==> src/rtl/pds_pkg.sv <==
// Package: types, register indexes and arithmetic helpers of the downscaler.
package pds_pkg;

    localparam int DEF_MAX_OUT_WIDTH = 1024;
    localparam int SAMPLE_BITS       = 8;
    localparam int COUNT_BITS        = 12;
    localparam int CFG_IDX_BITS      = 3;
    localparam int CFG_DATA_BITS     = 11;

    localparam logic [CFG_IDX_BITS-1:0] CFG_H_FACTOR     = 3'd0;
    localparam logic [CFG_IDX_BITS-1:0] CFG_V_FACTOR     = 3'd1;
    localparam logic [CFG_IDX_BITS-1:0] CFG_H_FILTER     = 3'd2;
    localparam logic [CFG_IDX_BITS-1:0] CFG_V_FILTER     = 3'd3;
    localparam logic [CFG_IDX_BITS-1:0] CFG_FIELD_OFFSET = 3'd4;
    localparam logic [CFG_IDX_BITS-1:0] CFG_OUT_WIDTH    = 3'd5;
    localparam logic [CFG_IDX_BITS-1:0] CFG_OUT_HEIGHT   = 3'd6;

    localparam logic [1:0] FILT_DROP = 2'd0;
    localparam logic [1:0] FILT_BOX  = 2'd1;

    // Vertical modes after the factor and field offset are folded in.
    localparam logic [1:0] VM_DROP = 2'd0;
    localparam logic [1:0] VM_BOX3 = 2'd1;
    localparam logic [1:0] VM_BOX2 = 2'd2;
    localparam logic [1:0] VM_121  = 2'd3;

    typedef struct packed {
        logic [SAMPLE_BITS-1:0] sample;
        logic                   line_end;
        logic                   frame_end;
    } t_in_item;

    typedef struct packed {
        logic [SAMPLE_BITS-1:0] out_sample;
        logic                   out_line_end;
        logic                   out_frame_end;
    } t_out_item;

    typedef struct packed {
        logic [1:0]  h_factor;
        logic [1:0]  v_factor;
        logic [1:0]  h_filter;
        logic [1:0]  v_filter;
        logic        field_offset;
        logic [10:0] out_width;
        logic [10:0] out_height;
    } t_cfg;

    // Shrunken sample handed from the horizontal to the vertical stage.
    typedef struct packed {
        logic                   valid;
        logic [SAMPLE_BITS-1:0] hv;
        logic [COUNT_BITS-1:0]  row;
        logic                   le;
    } t_hreq;

    // Division by three of a sum of three samples, by reciprocal.
    function automatic logic [SAMPLE_BITS-1:0] div3_sum(input logic [9:0] x);
        logic [19:0] p;
        p = 20'(x) * 20'd683;
        return p[18:11];
    endfunction

    // Division by three of a row number.
    function automatic logic [10:0] div3_row(input logic [COUNT_BITS-1:0] x);
        logic [23:0] p;
        p = 24'(x) * 24'd2731;
        return p[23:13];
    endfunction

endpackage

==> src/rtl/pds_hfilt.sv <==
// Horizontal stage: column and row counters and the horizontal filter.
module pds_hfilt import pds_pkg::*; #(
    parameter int MAX_OUT_WIDTH = DEF_MAX_OUT_WIDTH
) (
    input  logic                              i_clk,
    input  logic                              i_rst_n,
    input  logic                              i_acc,
    input  t_cfg                              i_cfg,
    input  t_in_item                          i_item,
    output t_hreq                             o_req,
    output logic [$clog2(MAX_OUT_WIDTH)-1:0]  o_idx
);
    localparam int WB   = $clog2(MAX_OUT_WIDTH + 1);
    localparam int CMPW = (WB + 1 > COUNT_BITS) ? WB + 1 : COUNT_BITS;
    localparam logic [COUNT_BITS-1:0] CNT_MAX = {COUNT_BITS{1'b1}};

    logic [COUNT_BITS-1:0]  r_col, r_row;
    logic [1:0]             r_col3;
    logic [WB-1:0]          r_occ;
    logic [SAMPLE_BITS-1:0] r_p1, r_p2;

    logic [WB-1:0]          w;
    logic                   hf3, hval;
    logic [SAMPLE_BITS-1:0] hv;
    logic [SAMPLE_BITS-1:0] s;
    logic [9:0]             sum3;

    assign s   = i_item.sample;
    assign hf3 = (i_cfg.h_factor == 2'd3);
    assign w   = (CMPW'(i_cfg.out_width) > CMPW'(MAX_OUT_WIDTH)) ?
                 WB'(MAX_OUT_WIDTH) : WB'(i_cfg.out_width);

    always_comb begin
        hval = 1'b0;
        hv   = '0;
        sum3 = '0;
        if (i_cfg.h_filter == FILT_DROP) begin
            hval = hf3 ? (r_col3 == 2'd0) : !r_col[0];
            hv   = s;
        end else if (hf3) begin
            hval = (r_col3 == 2'd1);
            // The missing left neighbor of the first column repeats column zero.
            sum3 = (r_col == COUNT_BITS'(1)) ? ({1'b0, r_p1, 1'b0} + 10'(s)) :
                   (10'(r_p2) + 10'(r_p1) + 10'(s));
            hv   = div3_sum(sum3);
        end else if (i_cfg.h_filter == FILT_BOX) begin
            hval = r_col[0];
            sum3 = 10'(r_p1) + 10'(s);
            hv   = sum3[8:1];
        end else if (w != '0 && CMPW'(r_col) == (CMPW'(w) << 1) - CMPW'(1)) begin
            hval = 1'b1;
            sum3 = 10'(r_p1) + 10'(s) + {1'b0, s, 1'b0};
            hv   = sum3[9:2];
        end else if (r_col >= COUNT_BITS'(2) && !r_col[0] &&
                     (CMPW'(r_occ) + CMPW'(1)) < CMPW'(w)) begin
            hval = 1'b1;
            sum3 = 10'(r_p2) + {1'b0, r_p1, 1'b0} + 10'(s);
            hv   = sum3[9:2];
        end
    end

    assign o_req.valid = hval && (r_occ < w);
    assign o_req.hv    = hv;
    assign o_req.row   = r_row;
    assign o_req.le    = ((r_occ + WB'(1)) == w);
    assign o_idx       = r_occ[$clog2(MAX_OUT_WIDTH)-1:0];

    always_ff @(posedge i_clk) begin
        if (!i_rst_n) begin
            r_col  <= '0;
            r_col3 <= '0;
            r_row  <= '0;
            r_occ  <= '0;
            r_p1   <= '0;
            r_p2   <= '0;
        end else if (i_acc) begin
            r_p2 <= r_p1;
            r_p1 <= s;
            if (o_req.valid) begin
                r_occ <= r_occ + WB'(1);
            end
            if (i_item.line_end || i_item.frame_end) begin
                r_col  <= '0;
                r_col3 <= '0;
                r_occ  <= '0;
                if (i_item.frame_end) begin
                    r_row <= '0;
                end else if (r_row != CNT_MAX) begin
                    r_row <= r_row + COUNT_BITS'(1);
                end
            end else if (r_col != CNT_MAX) begin
                r_col  <= r_col + COUNT_BITS'(1);
                r_col3 <= (r_col3 == 2'd2) ? 2'd0 : r_col3 + 2'd1;
            end
        end
    end

endmodule

==> config.mk <==
export PLATFORM = sky130hd
export DESIGN_NAME = pds_hfilt
export DESIGN_NICKNAME = d
export VERILOG_FILES = /design/src/rtl/pds_pkg.sv /design/src/rtl/pds_hfilt.sv
export SDC_FILE = /design/constraint.sdc
export NUM_CORES = 1
export LEC_CHECK = 0
export BUFFER_PORTS_ARGS = -buffer_cell sky130_fd_sc_hd__buf_2
export CORE_MARGIN = 2
export CORE_UTILIZATION = 45
export DETAILED_ROUTE_END_ITERATION = 12
export PLACE_DENSITY = 0.7
export SLEW_MARGIN = 25
export SYNTH_ARGS = -nofsm -noshare
export SYNTH_HDL_FRONTEND = slang
export SYNTH_SLANG_ARGS = --single-unit
==> constraint.sdc <==
create_clock -name i_clk -period 6.5 [get_ports i_clk]
set_input_delay 0 -clock i_clk [delete_from_list [all_inputs] [get_ports i_clk]]
set_output_delay 0 -clock i_clk [all_outputs]
set_load 0.01 [all_outputs]
==> impl_metrics.json <==
{
  "finalPower_mw": 3.50,
  "post-route-min-period_ps": 6720,
  "yosys_warnings": 0,
  "outcome": "finished, violations left",
  "die_w_microns": 133,
  "num_io_pins": 76,
  "setup_viol": 7,
  "finalCritPeriodShare": 1.03,
  "report.final.slew_viol_count": 0,
  "critical_path.max_stage_delay_ps": 510,
  "area_growth_syn_to_layout_pct": 14.5,
  "power.density_nw_per_um2": 410,
  "cts_made_buffers": 5,
  "die_area_sq_um": 17600,
  "setup.worst_path.end_class": "output port",
  "worstSkewPairLatency_ps": 300,
  "core_area_sq_um": 16400,
  "initial_core_util": 0.455,
  "crit_type": "reg2out",
  "cts_htree_levels": 2,
  "clock_path_buffers": 2,
  "antenna_cells": 0,
  "slowest_stage": "fa_1",
  "drtAntennaViolNets": 0,
  "design_area_sq_um": 8540,
  "ir_drop_v": 0.000415,
  "synth-edff-count": 0,
  "hpwlAfterDp_mm": 15.6,
  "hold_ws_ps": 81.4,
  "final_nets": 1182,
  "grt_usage": 0.227,
  "worstPathArrival_ps": 6720,
  "grt_max_degree": 30,
  "cts-root-buf": "clkbuf_16",
  "final_util": 0.521,
  "drive_gt1_frac": 0.163,
  "ys_seq_area_frac": 0.142,
  "path_max_fanout": 3,
  "max_freq_mhz": 149,
  "setup_tns_ps": -1050,
  "synth-seq-cells": 53,
  "worstHoldEndpoint": "r_p1[7]",
  "max_slew_margin": 0.395,
  "drt_pre_antenna_iters": 5,
  "synthCells": 902,
  "num_rows": 47,
  "clkSinkCount": 53,
  "port_buffers": 59,
  "wl_per_cell_microns": 16.3,
  "via_per_inst": 5.57,
  "antenna_found_initial": 0,
  "rr_startpoint": "r_occ[2]",
  "r2r_end": "r_occ[10]",
  "maxCapViolations": 0,
  "grt_pass1_wl_mm": 32.6,
  "finalHoldViolations": 0,
  "gp_congestion": 0.935,
  "rr_worst_depth": 12,
  "synth_flop_cell": "dfxtp_1",
  "synthesis.area_sq_um": 7460,
  "setup_slack_ps": -219,
  "rrSetupSlack_ps": 2530,
  "grt_overflow": 0,
  "violations": "negative setup slack",
  "start_kind": "flip-flop",
  "fin_cells": 1196,
  "cts_tree": "built",
  "fin_skew_ps": 9.30,
  "min_path_type": "in2reg",
  "async_flop_share": 0,
  "drc": 0,
  "avgSynthCellArea_sq_um": 8.27,
  "synth_nets": 1109,
  "cp.required_ps": 6500,
  "fp.dieH_microns": 133,
  "place_inst": 1182,
  "cpMostUsedCell": "fa_1",
  "path_clk_slew_ps": 80,
  "place_worst_setup_slack_ps": -186,
  "rsz0062_at_grt": "true",
  "worst_pin_slew_ps": 905,
  "min_path_cells": 3,
  "p_leak_nw": 4.02,
  "hp-start": "i_item[9]",
  "placed_area_sq_um": 8140,
  "dr.first_iter.drc_count": 322,
  "dr_total_vias": 6661,
  "grt_pass1_vias": 6588,
  "wirelength_mm": 19.5,
  "post_synth_num_cell_types": 72
}
==> cell usage in the layout (no fill, tap or decap), drive strengths merged, types with 5 or more instances in the layout <==
cell type,netlist,routed
nand2,58,58
o21ai,31,31
fa,41,41
or3,9,9
nand3,24,24
a21oi,51,51
buf,16,106
nand4,15,15
clkbuf,24,5
nand2b,11,11
o31ai,6,6
nor4,6,6
a21o,13,13
a211oi,8,8
nor2,79,79
o21bai,7,7
mux2i,21,21
o22ai,11,11
and3,10,10
o21a,12,12
inv,85,86
a22oi,5,5
xor2,28,28
xnor2,36,36
dfxtp,53,53
ha,122,122
nor2b,16,16
nor3,23,23
==> synthesized netlist by cell type, drive strengths merged, types with 5 or more instances <==
| cell | n | area share |
|---|---|---|
| o21bai | 7 | 0.0070 |
| xor2 | 28 | 0.033 |
| nor2b | 16 | 0.013 |
| xnor2 | 36 | 0.042 |
| o21a | 12 | 0.012 |
| mux2i | 21 | 0.028 |
| clkbuf | 24 | 0.012 |
| nor4 | 6 | 0.0050 |
| nand2 | 58 | 0.029 |
| inv | 85 | 0.043 |
| o31ai | 6 | 0.0067 |
| a22oi | 5 | 0.0050 |
| nand4 | 15 | 0.013 |
| fa | 41 | 0.11 |
| a211oi | 8 | 0.0081 |
| and3 | 10 | 0.0084 |
| a21oi | 51 | 0.034 |
| nor2 | 79 | 0.040 |
| nand2b | 11 | 0.0092 |
| a21o | 13 | 0.013 |
| or3 | 9 | 0.0075 |
| ha | 122 | 0.20 |
| o21ai | 31 | 0.021 |
| nand3 | 24 | 0.016 |
| o22ai | 11 | 0.0092 |
| nor3 | 23 | 0.015 |
| buf | 16 | 0.016 |
| dfxtp | 53 | 0.14 |
==> area by class of cell <==
type                            count  area (sq um)
Tap cell                          220           275
Inverter                           85           319
Sequential cell                    53          1060
Fill cell                        1576          7870
Multi-Input combinational cell    724          6050
Clock inverter                      3          43.8
Timing Repair Buffer              106           659
Clock buffer                        5           125
==> critical path: cells and delay by family, from the launching register on <==
kind,cells,cell delay (ps)
xor+xnor,1,100
fa+ha+maj,8,3030
mux,1,290
compound gates,10,1460
flops,1,320
simple gates,4,870
buf+inv,4,330
==> registers in the layout, summed over array words and instances, names as in the netlist <==
signal and count:
r_col3 2, r_row 12, r_col 12, r_p2 8
r_p1 8, r_occ 11
==> routing by layer <==
| metal | vias to the layer above | GRT usage | wire length, microns |
|---|---|---|---|
| met4 | 0 | 0.0645 | 448 |
| li1 | 3350 | - | - |
| met1 | 3096 | 0.286 | 8420 |
| met5 | - | 0 | 0 |
| met2 | 183 | 0.408 | 9760 |
| met3 | 32 | 0.0264 | 853 |
==> worst max path at each step <==
stage                      endpoint  startpoint  slack (ps)
after floorplan           o_req[20]     r_p1[1]          20
after global placement    o_req[20]     r_p1[1]         -90
after detailed placement  o_req[20]     r_p1[1]        -190
after CTS                 o_req[20]     r_p2[1]        -190
after global routing      o_req[19]     r_p2[1]        -640
final                     o_req[19]     r_p1[2]        -220
==> where the power goes <==
| part | internal, mW | switching [mW] |
|---|---|---|
| Combinational | 1.33 | 1.52 |
| Sequential | 0.330 | 0.00556 |
| Clock | 0.183 | 0.127 |
==> timing repair <==
action | CTS | global route
resized for setup | 33 | 5
hold buffers | 0 | 0
endpoints found under the setup margin | 8 | 8
pin swaps | 34 | 8
setup buffers | 5 | 1
endpoints found under the hold margin | 0 | 0
==> kinds of logic after synthesis <==
group	share of synthesized area
DFF	0.142
xor gates and xnor gates	0.0751
adders and majority gates	0.315
buffers and inverters	0.0706
AOI/OAI and AO/OA	0.179
muxes	0.0327
and+or+nand+nor	0.186
No activity file was read; power rests on OpenSTA's default activity.
